$ cat src/design/emt_pkg.sv
// Package of the encoder multi-turn tracker.
// Holds register indexes, error codes, datapath opcodes and the command/status types.
// No dependencies.
`timescale 1ns / 1ps

package emt_pkg;

	localparam int ANGLE_BITS_DEF = 14;
	localparam int TURN_BITS_DEF  = 16;
	localparam int CFG_W          = 31;

	// Configuration register indexes
	localparam logic [2:0] REG_DIRECTION = 3'd0;
	localparam logic [2:0] REG_OFFSET    = 3'd1;
	localparam logic [2:0] REG_CAL       = 3'd2;
	localparam logic [2:0] REG_MAX_JUMP  = 3'd3;
	localparam logic [2:0] REG_GAIN_PROP = 3'd4;
	localparam logic [2:0] REG_GAIN_INT  = 3'd5;
	localparam logic [2:0] REG_MIN_IVL   = 3'd6;

	// Decoded error codes
	localparam logic [1:0] ERR_NONE    = 2'd0;
	localparam logic [1:0] ERR_FRAMING = 2'd1;
	localparam logic [1:0] ERR_COMMAND = 2'd2;
	localparam logic [1:0] ERR_PARITY  = 2'd3;

	// Microseconds per second and the saturation cap of scaled terms
	localparam logic [19:0] US_PER_S = 20'd1000000;
	localparam logic [63:0] CAP62    = 64'h4000_0000_0000_0000;

	// Datapath operations
	localparam logic [3:0] OP_NONE   = 4'd0;
	localparam logic [3:0] OP_LOAD   = 4'd1;
	localparam logic [3:0] OP_EVAL   = 4'd2;
	localparam logic [3:0] OP_ORIENT = 4'd3;
	localparam logic [3:0] OP_TRACK  = 4'd4;
	localparam logic [3:0] OP_ERR    = 4'd5;
	localparam logic [3:0] OP_MUL1   = 4'd6;
	localparam logic [3:0] OP_MUL2   = 4'd7;
	localparam logic [3:0] OP_INTEG  = 4'd8;
	localparam logic [3:0] OP_OMEGA  = 4'd9;
	localparam logic [3:0] OP_EST    = 4'd10;
	localparam logic [3:0] OP_OUT    = 4'd11;

	typedef struct packed {
		logic [3:0] op;
		logic       sc_start;
		logic       sc_sel;
	} dp_cmd_t;

	typedef struct packed {
		logic abort;
		logic observe;
		logic sc_done;
	} dp_sts_t;

endpackage

$ cat src/design/emt_ctrl.sv
// Controller of the encoder multi-turn tracker: sequences the datapath per request
// and owns the stream handshakes.
// Depends on emt_pkg.
`timescale 1ns / 1ps

module emt_ctrl
	import emt_pkg::*;
(
	input  logic    clk,
	input  logic    arst_n,
	input  logic    s_tvalid,
	output logic    s_tready,
	output logic    m_tvalid,
	input  logic    m_tready,
	output dp_cmd_t cmd,
	input  dp_sts_t sts
);

	localparam logic [3:0] S_IDLE   = 4'd0;
	localparam logic [3:0] S_EVAL   = 4'd1;
	localparam logic [3:0] S_ORIENT = 4'd2;
	localparam logic [3:0] S_TRACK  = 4'd3;
	localparam logic [3:0] S_OBS    = 4'd4;
	localparam logic [3:0] S_ERR    = 4'd5;
	localparam logic [3:0] S_MUL1   = 4'd6;
	localparam logic [3:0] S_MUL2   = 4'd7;
	localparam logic [3:0] S_SC1    = 4'd8;
	localparam logic [3:0] S_INTEG  = 4'd9;
	localparam logic [3:0] S_OMEGA  = 4'd10;
	localparam logic [3:0] S_START2 = 4'd11;
	localparam logic [3:0] S_SC2    = 4'd12;
	localparam logic [3:0] S_EST    = 4'd13;
	localparam logic [3:0] S_OUT    = 4'd14;

	logic [3:0] state_q, state_d;
	logic       mvalid_q;

	// Next state and datapath command
	always_comb begin
		state_d      = state_q;
		cmd.op       = OP_NONE;
		cmd.sc_start = 1'b0;
		cmd.sc_sel   = 1'b0;
		unique case (state_q)
			S_IDLE: begin
				if (s_tvalid) begin
					cmd.op  = OP_LOAD;
					state_d = S_EVAL;
				end
			end
			S_EVAL: begin
				cmd.op  = OP_EVAL;
				state_d = S_ORIENT;
			end
			S_ORIENT: begin
				if (sts.abort) begin
					state_d = S_OUT;
				end else begin
					cmd.op  = OP_ORIENT;
					state_d = S_TRACK;
				end
			end
			S_TRACK: begin
				cmd.op  = OP_TRACK;
				state_d = S_OBS;
			end
			S_OBS: state_d = sts.observe ? S_ERR : S_OUT;
			S_ERR: begin
				cmd.op  = OP_ERR;
				state_d = S_MUL1;
			end
			S_MUL1: begin
				cmd.op  = OP_MUL1;
				state_d = S_MUL2;
			end
			S_MUL2: begin
				cmd.op       = OP_MUL2;
				cmd.sc_start = 1'b1;
				state_d      = S_SC1;
			end
			S_SC1: begin
				if (sts.sc_done)
					state_d = S_INTEG;
			end
			S_INTEG: begin
				cmd.op  = OP_INTEG;
				state_d = S_OMEGA;
			end
			S_OMEGA: begin
				cmd.op  = OP_OMEGA;
				state_d = S_START2;
			end
			S_START2: begin
				cmd.sc_start = 1'b1;
				cmd.sc_sel   = 1'b1;
				state_d      = S_SC2;
			end
			S_SC2: begin
				cmd.sc_sel = 1'b1;
				if (sts.sc_done)
					state_d = S_EST;
			end
			S_EST: begin
				cmd.op  = OP_EST;
				state_d = S_OUT;
			end
			S_OUT: begin
				if (!mvalid_q || m_tready) begin
					cmd.op  = OP_OUT;
					state_d = S_IDLE;
				end
			end
			default: state_d = S_IDLE;
		endcase
	end

	// State and result-valid registers
	always_ff @(posedge clk or negedge arst_n) begin
		if (!arst_n) begin
			state_q  <= S_IDLE;
			mvalid_q <= 1'b0;
		end else begin
			state_q <= state_d;
			if (cmd.op == OP_OUT)
				mvalid_q <= 1'b1;
			else if (m_tready)
				mvalid_q <= 1'b0;
		end
	end

	assign s_tready = (state_q == S_IDLE);
	assign m_tvalid = mvalid_q;

endmodule

$ cat config.mk
export PLATFORM = sky130hd
export DESIGN_NAME = emt_ctrl
export DESIGN_NICKNAME = d
export VERILOG_FILES = /design/src/design/emt_pkg.sv /design/src/design/emt_ctrl.sv
export SDC_FILE = /design/constraint.sdc
export NUM_CORES = 1
export LEC_CHECK = 0
export BUFFER_PORTS_ARGS = -buffer_cell sky130_fd_sc_hd__buf_2
export CORE_AREA = 4 4 41 43
export DETAILED_ROUTE_END_ITERATION = 7
export DIE_AREA = 0 0 45 47
export PLACE_DENSITY_LB_ADDON = 0.3
export SYNTH_ARGS = -nofsm -noshare
export SYNTH_HDL_FRONTEND = slang
export SYNTH_SLANG_ARGS = --single-unit
$ cat constraint.sdc
create_clock -name clk -period 2.35 [get_ports clk]
set_clock_uncertainty 0.15 [all_clocks]
set_input_delay 0.47 -clock clk [delete_from_list [all_inputs] [get_ports clk]]
set_output_delay 0.47 -clock clk [all_outputs]
set_load 0.01 [all_outputs]
# --- After elaboration in Yosys (flattened, before gate mapping) ---
# Index checks and enable logic that the tools add are counted.
word_totals:
  inputBits: 7
  elab_cells: 43
  out_inout_bits: 8
  ff_bits: 5
classes:
  n_eq_ne: 19
  n_reduce_logical: 7
  mux: 15
ops:
  columns: ["cell", "n"]
  rows:
  - ["$pmux W4 S15", 1]
  - ["$pmux W4 S11", 1]
  - ["$eq A4 B4 Y1 const B", 8]
  - ["$mux W4", 7]
  - ["$eq A4 B3 Y1 const B", 4]
  - ["$eq A4 B2 Y1 const B", 2]
  - ["$ne A2 B2 Y1 const B", 4]
  - ["$mux W1", 5]
  - ["$eq A4 B1 Y1 const B", 1]
  - ["$logic_not A4 Y1", 1]
  - ["$reduce_and A4 Y1", 1]
  - ["$reduce_or A2 Y1", 2]
  - ["$mux W2", 1]
  - ["$reduce_bool A2 Y1", 1]
  - ["$logic_not A1 Y1", 1]
  - ["$logic_or A1 B1 Y1", 1]

# --- Longest topological paths before layout ---
# Gate-level depths: netlist of the first run.
logic_depth:
  ltp_word: 6
  ltp_mapped: 5
  mapped_depth_nobuf: 3

# --- Worst setup path after synthesis of the first run ---
# OpenSTA, ideal clock, no wires.
synth_path:
  kind: "reg2out"
  from: "register state_q[1]"
  to: "output cmd[4] (netlist name)"
  t_arrival_ps: 1150
  path_stages_with_launch: 6
  path_slack_ps: 580
  n_path_buf: 2
  cell_sequence: "dfrtp_1 -> buf_6 -> clkbuf_1 -> or2_1 -> nand2_1 -> a21oi_1"
synth_rtl:
  columns: ["item", "line_no", "source"]
  rows:
  - ["start, declared", "emt_ctrl.sv:35", "logic [3:0] state_q, state_d;"]
  - ["start signal, assigned", "emt_ctrl.sv:123", "state_q <= state_d;"]
  - ["end, declared", "emt_ctrl.sv:15", "output dp_cmd_t cmd,"]

==> out/results.txt, run 1 <==
status: completed
Layout Area Growth over Synthesis: 19.57%
area leader, netlist: dfrtp_1
VDD IR max: 983.3 uV
FF-to-FF Start: state_q[3]$_DFFE_PN0P_
Port Buffer Count: 14
Routed Antenna Nets: 0
buffers inserted by post-CTS timing repair: 0
Fmax achieved: 472.6 MHz
global-route met3 utilization: 4.981%
die height: 47 um
antenna violations before repair: 0
crit path max fanout: 10
RD Place Congestion: 0.7571
capturing point of the worst reg2reg path: state_q[2]$_DFFE_PN0P_
Final Instance Count excl. Fillers: 95
Logic pwr share: 61.3%
CP Capture Type: output port
Clk pwr share: 10.4%
DRC: 0
Root Buffer: clkbuf_4
slack of the critical path: 0.2342 ns
Synth Area per Inst: 7.969 sq um
global route overflow: 0
Synth area leaders: dfrtp_1 (24%), a21oi_1 (6.8%), o31a_1 (5.1%)
Clk pin slew, worst setup/hold paths: 0.04 ns
first-pass GRT wire length: 2.007 mm
total die area: 0.002115 sq mm
Die Wd: 45 um
Syn Nets: 72
drt wl/cell: 13.23 um
post-DP HPWL: 927.6 um
CP Class: flip-flop to output port
grt peak-use layer: met2
top-level I/O count: 15
P_sw: 453.8 uW
CP startpoint kind: flip-flop
CTS Sinks: 5
total placed cells including tap cells: 90
ANT cells: 0
Synth Register Bits: 5
number of setup violations in the final report: 0
total chip power: 926.4 uW
Worst EP required: 1.73 ns
TritonCTS buffer count: 3
R2R depth: 3
Rel. slew slack: 67.17%
core box area: 0.001301 sq mm
met2 usage: 21.47%
Synth Warn #: 0
pwr dens: 1496 mW/mm^2
Mapped Area: 518.0 sq um
worst hold-check path type: input port to async pin
Routed WL: 1.257 mm
Setup TNS: 0 ns
sequential area share after synthesis: 24.15%
via/cell ratio: 5.537
P_leak: 0.0002818 uW
Total GRT Usage: 13.08%
fin nets: 88
Max-Cap Viols: 0
CTS H-Tree Depth: 1
Least-Margin Pin Slew: 0.4925 ns
largest net degree at the start of global routing: 21
number of global-route vias before repair: 480
Rows: 13
share of layout cells above drive strength 1: 31.25%
crit path launch: state_q[2]$_DFFE_PN0P_
Sw Share: 48.99%
Final Hold Fails: 0
Vias: 526
reg-to-reg slack, setup: 0.68 ns
Slew Viols, Final: 0
dpl ws: 0.3889 ns
clock buffer depth: 2
met1 Use GR: 16.09%
end point of the critical path: cmd[3]
final period utilization: 90.03%
post-layout minimum cycle time: 2.116 ns
CTS tree: built
Unique masters post-synth: 34
Arr. time, crit path: 1.50 ns
Seq pwr share: 28.3%
Starting Density: 39.81%
Iteration-0 DRC Markers: 7
Int Pwr: 472.6 uW
First-pass DRT Iterations: 4
Skew-Pair Late Insertion Delay: 0.24 ns
post-synthesis cell count: 65
RSZ-0062 raised after global routing: false
post-synth top area share: 24.15%
## placed cells by master (no fill, tap or decap), types with 2 or more instances in the layout
| cell | instances |
|---|---|
| a21oi_1 | 7 |
| inv_1 | 4 |
| nor2_1 | 3 |
| nor2b_1 | 3 |
| clkbuf_4 | 3 |
| nand2b_1 | 4 |
| o31a_1 | 3 |
| nand3_1 | 3 |
| buf_2 | 14 |
| dfrtp_1 | 4 |
| o21ai_0 | 2 |
| buf_4 | 2 |
| nand2_1 | 4 |
## metrics by stage
stage                     area (sq um)  utilization (%)  hold WS, ns
after floorplan                  518.0                -      0.02441
after global placement           581.8            44.71       0.1356
after detailed placement         581.8            44.71       0.1384
after CTS                        618.1            47.50       0.4182
after global routing             619.3            47.60       0.4399
final                            619.3            47.60       0.4309
## metal layers
metal,wire (um),vias to the layer above
li1,-,269
met1,592,241
met2,584,16
met3,80,0
met4,0,0
met5,0,-
## cell families (layout without fill, tap and decap cells)
group / Yosys count / after routing / synth area share [%]
and+or+nand+nor: 26 / 26 / 31.16
buffers and inverters: 10 / 25 / 10.63
DFF: 5 / 5 / 24.15
AOI/OAI and AO/OA: 23 / 23 / 32.37
xor gates and xnor gates: 1 / 1 / 1.691
## power groups by stage
stage	Combinational, uW	Clock, uW	Sequential, uW
floorplan	515	0	175
global placement	558	0	260
detailed placement	567	0	263
CTS	572	101	261
global route	621	111	281
finish	568	96.7	262
## cell type report
cell class                      count  area (sq um)
Inverter                            4         15.01
Sequential cell                     5         126.4
Timing Repair Buffer               17         95.09
Multi-Input combinational cell     50         337.8
Clock buffer                        4         26.28
Tap cell                           15         18.77
Fill cell                         147         681.9
## registers in the layout, indices dropped and copies added (netlist names)
signal    cells
state_q       4
m_tvalid      1
## timing repair
| item | CTS | global route |
|---|---|---|
| setup endpoints to repair | 0 | 1 |
| hold buffers | 1 | 0 |
| hold endpoints to repair | 5 | 0 |
| gates resized for setup | 0 | 1 |
## Yosys cell counts (all sizes together)
| cell type | n |
|---|---|
| xnor2 | 1 |
| o21ai | 3 |
| clkbuf | 2 |
| nor2b | 3 |
| a2111oi | 1 |
| o22ai | 1 |
| a2bb2oi | 1 |
| nand3 | 3 |
| nand2 | 4 |
| or3b | 1 |
| or4 | 1 |
| nor3b | 1 |
| and3b | 1 |
| buf | 4 |
| dfrtp | 5 |
| a21oi | 7 |
| a32oi | 1 |
| a22oi | 1 |
| or4b | 1 |
| a311oi | 1 |
| nor2 | 3 |
| or3 | 1 |
| a211oi | 1 |
| nand3b | 1 |
| o31a | 3 |
| or2 | 1 |
| nand2b | 4 |
| o211ai | 2 |
| inv | 4 |
| o31ai | 1 |
| and3 | 1 |
## critical path, cell delays in order (launching register included)
cell and delay, ns:
dfrtp_1 0.45, buf_4 0.21, nor2b_1 0.15, a22oi_1 0.21, o31ai_1 0.10, buf_2 0.15
## worst min-delay path by stage
stage	startpoint	end	slack [ns]
final	arst_n	state_q[2]$_DFFE_PN0P_	0.43
after global routing	arst_n	state_q[2]$_DFFE_PN0P_	0.44
after CTS	arst_n	state_q[0]$_DFFE_PN0P_	0.42
after detailed placement	arst_n	state_q[1]$_DFFE_PN0P_	0.14
after global placement	arst_n	state_q[3]$_DFFE_PN0P_	0.14
after floorplan	arst_n	m_tvalid$_DFFE_PN0P_	0.02
Power figures use the tool's default switching activity.
==> inputs of run 2 (changes only) <==
--- a/config.mk
+++ b/config.mk
@@ -10,6 +10,7 @@
 export DETAILED_ROUTE_END_ITERATION = 7
 export DIE_AREA = 0 0 45 47
 export PLACE_DENSITY_LB_ADDON = 0.3
+export SLEW_MARGIN = 5
 export SYNTH_ARGS = -nofsm -noshare
 export SYNTH_HDL_FRONTEND = slang
 export SYNTH_SLANG_ARGS = --single-unit
==> constraint.sdc (replaced) <==
create_clock -name clk -period 2.36 [get_ports clk]
set_clock_uncertainty 0.15 [all_clocks]
set_input_delay 0.472 -clock clk [delete_from_list [all_inputs] [get_ports clk]]
set_output_delay 0.472 -clock clk [all_outputs]
set_load 0.01 [all_outputs]
==> run 2 against run 1 <==
- routed wire length is 1.8% higher
- combinational power decreased by 0.7%
- sequential share of layout area shrank 0.16 points
- global-route usage shrank 0.079 points
- sequential power about the same
- worst setup slack worse by 0.10 ns
- worst hold slack improved by 0.013 ns
- non-clock buffer count is the same
- clock power rose by 0.8%
- critical path type unchanged
==> out/results.txt, run 2 (synthesis results as in run 1) <==
status: completed
Iteration-0 DRC Markers: 6 (-1)
TritonCTS buffer count: 3 (unchanged)
P_leak: 0.0002827 uW (+0.32%)
pwr dens: 1496 mW/mm^2 (about the same)
Layout Area Growth over Synthesis: 19.32%
CTS H-Tree Depth: 1 (unchanged)
final period utilization: 94.35%
Seq pwr share: 28.5% (+0.2 points)
top-level I/O count: 15 (unchanged)
Clk pin slew, worst setup/hold paths: 0.04 ns (about the same)
Clk pwr share: 10.5% (about the same)
Rel. slew slack: 62.41% (-4.8 points)
CP startpoint kind: flip-flop
First-pass DRT Iterations: 4 (unchanged)
Starting Density: 39.81% (unchanged)
Reg with most FFs: state_q
Slew Viols, Final: 0 (unchanged)
CP Capture Type: output port
Largest register FFs: 4 (unchanged)
fin nets: 88 (unchanged)
reg-to-reg slack, setup: 0.61 ns (-0.07 ns)
DRC: 0 (unchanged)
Vias: 547 (+4.0%)
Arr. time, crit path: 1.60 ns (+0.10 ns)
Worst EP required: 1.74 ns (about the same)
Root Buffer: clkbuf_4
VDD IR max: 817.6 uV (-17%)
Max-Cap Viols: 0 (unchanged)
capturing point of the worst reg2reg path: state_q[2]$_DFFE_PN0P_
largest net degree at the start of global routing: 21 (unchanged)
CP Class: flip-flop to output port
Int Pwr: 468.6 uW (-0.86%)
Sw Share: 49.32% (+0.33 points)
Port Buffer Count: 14 (unchanged)
crit path max fanout: 20 (+10)
number of global-route vias before repair: 484 (+0.83%)
end point of the critical path: s_tready
CTS tree: built
CTS Sinks: 5 (unchanged)
post-layout minimum cycle time: 2.227 ns
core box area: 0.001301 sq mm (unchanged)
Fmax achieved: 449.1 MHz
Final Hold Fails: 0 (unchanged)
CP max stage cell: or4_4
share of layout cells above drive strength 1: 30.00% (-1.3 points)
Logic pwr share: 61.0% (-0.3 points)
commonest non-fill, non-tap cell in the layout: buf_2
FILL cells: 141 (-4.1%)
RD Place Congestion: 0.7571 (unchanged)
crit path launch: state_q[1]$_DFFE_PN0P_
slack of the critical path: 0.1333 ns (-0.1009 ns)
P_sw: 455.9 uW (+0.46%)
post-DP HPWL: 927.8 um (about the same)
Die Wd: 45 um (unchanged)
Least-Margin Pin Slew: 0.5638 ns (+0.07131 ns)
number of setup violations in the final report: 0 (unchanged)
Skew-Pair Late Insertion Delay: 0.24 ns (about the same)
antenna violations before repair: 0 (unchanged)
Routed Antenna Nets: 0 (unchanged)
clock buffer depth: 2 (unchanged)
FF-to-FF Start: state_q[1]$_DFFE_PN0P_
via/cell ratio: 5.758 (+4.0%)
Rows: 13 (unchanged)
dpl ws: 0.3990 ns (+0.01002 ns)
drt wl/cell: 13.46 um (+1.8%)
R2R depth: 3 (unchanged)
first-pass GRT wire length: 1.980 mm (-1.3%)
ordered list of cells on the worst path: or4_4 -> inv_1 -> buf_2
Routed WL: 1.279 mm (+1.8%)
global route overflow: 0 (unchanged)
Worst path max stage delay: 0.61 ns (+0.16 ns)
die height: 47 um (unchanged)
Total GRT Usage: 13.01% (-0.079 points)
RSZ-0062 raised after global routing: false
most frequent cells in the layout: buf_2 (14), a21oi_1 (7), dfrtp_1 (5)
worst hold-check path type: input port to async pin
total die area: 0.002115 sq mm (unchanged)
ANT cells: 0 (unchanged)
Setup TNS: 0 ns (unchanged)
## run 2: cell counts in the layout (fill, tap and decap cells not counted)
Identical to the previous run, type by type.
## run 2: repair_timing
item | 4_1_cts | 5_1_grt
buffers inserted | 0 | 0
hold buffers | 1 | 0
gates resized for setup | 0 | 0
hold endpoints to repair | 5 | 0
## run 2: worst max-delay path, delay by kind of cell, from the launching register on
kind                   cells  cell delay (ns)
buffers and inverters      2             0.18
AND/OR/NAND/NOR            1             0.61
flip-flops                 1             0.58
## run 2: how the worst min path moves through the flow
stage,start,to,slack (ns),depth (start not counted)
2_1_floorplan,arst_n,m_tvalid$_DFFE_PN0P_,0.03,0
3_3_place_gp,arst_n,state_q[3]$_DFFE_PN0P_,0.14,1
3_5_place_dp,arst_n,state_q[1]$_DFFE_PN0P_,0.14,1
4_1_cts,arst_n,state_q[0]$_DFFE_PN0P_,0.42,2
5_1_grt,arst_n,state_q[2]$_DFFE_PN0P_,0.45,2
6_report,arst_n,state_q[2]$_DFFE_PN0P_,0.44,2
## run 2: final cells by class
| class | instances | area, sq um | share of cell area [%] |
|---|---|---|---|
| multi-input combinational | 50 | 337.8 | 54.66 |
| clock buffer | 4 | 26.28 | 4.251 |
| sequential | 5 | 125.1 | 20.24 |
| inverter | 4 | 15.01 | 2.429 |
| tap | 15 | 18.77 | 3.036 |
| timing repair buffer | 17 | 95.09 | 15.38 |
## run 2: layer usage
metal / part of all wire [%] / GRT usage, %
met1: 46 / 14.94
met5: 0 / 0
met3: 4.9 / 4.981
met2: 49 / 22.60
met4: 0 / 3.509
## run 2: power groups by stage
| stage | Combinational, uW | Sequential [uW] | Clock, uW |
|---|---|---|---|
| finish | 564 | 263 | 97.5 |
| global route | 619 | 275 | 110 |
| CTS | 569 | 258 | 102 |
| detailed placement | 565 | 261 | 0 |
| global placement | 556 | 259 | 0 |
| floorplan | 512 | 174 | 0 |
## run 2: per-stage QoR
| step | total power, uW | cell area [sq um] | std cells | util, % | hold slack (ns) |
|---|---|---|---|---|---|
| after CTS | 929.9 | 618.1 | 95 | 47.50 | 0.4159 |
| after detailed placement | 825.5 | 581.8 | 90 | 44.71 | 0.1404 |
| after global routing | 1004 | 618.1 | 95 | 47.50 | 0.4500 |
| after floorplan | 686.6 | 518.0 | 65 | - | 0.02641 |
| final | 924.5 | 618.1 | 95 | 47.50 | 0.4438 |
| after global placement | 814.8 | 581.8 | 90 | 44.71 | 0.1376 |
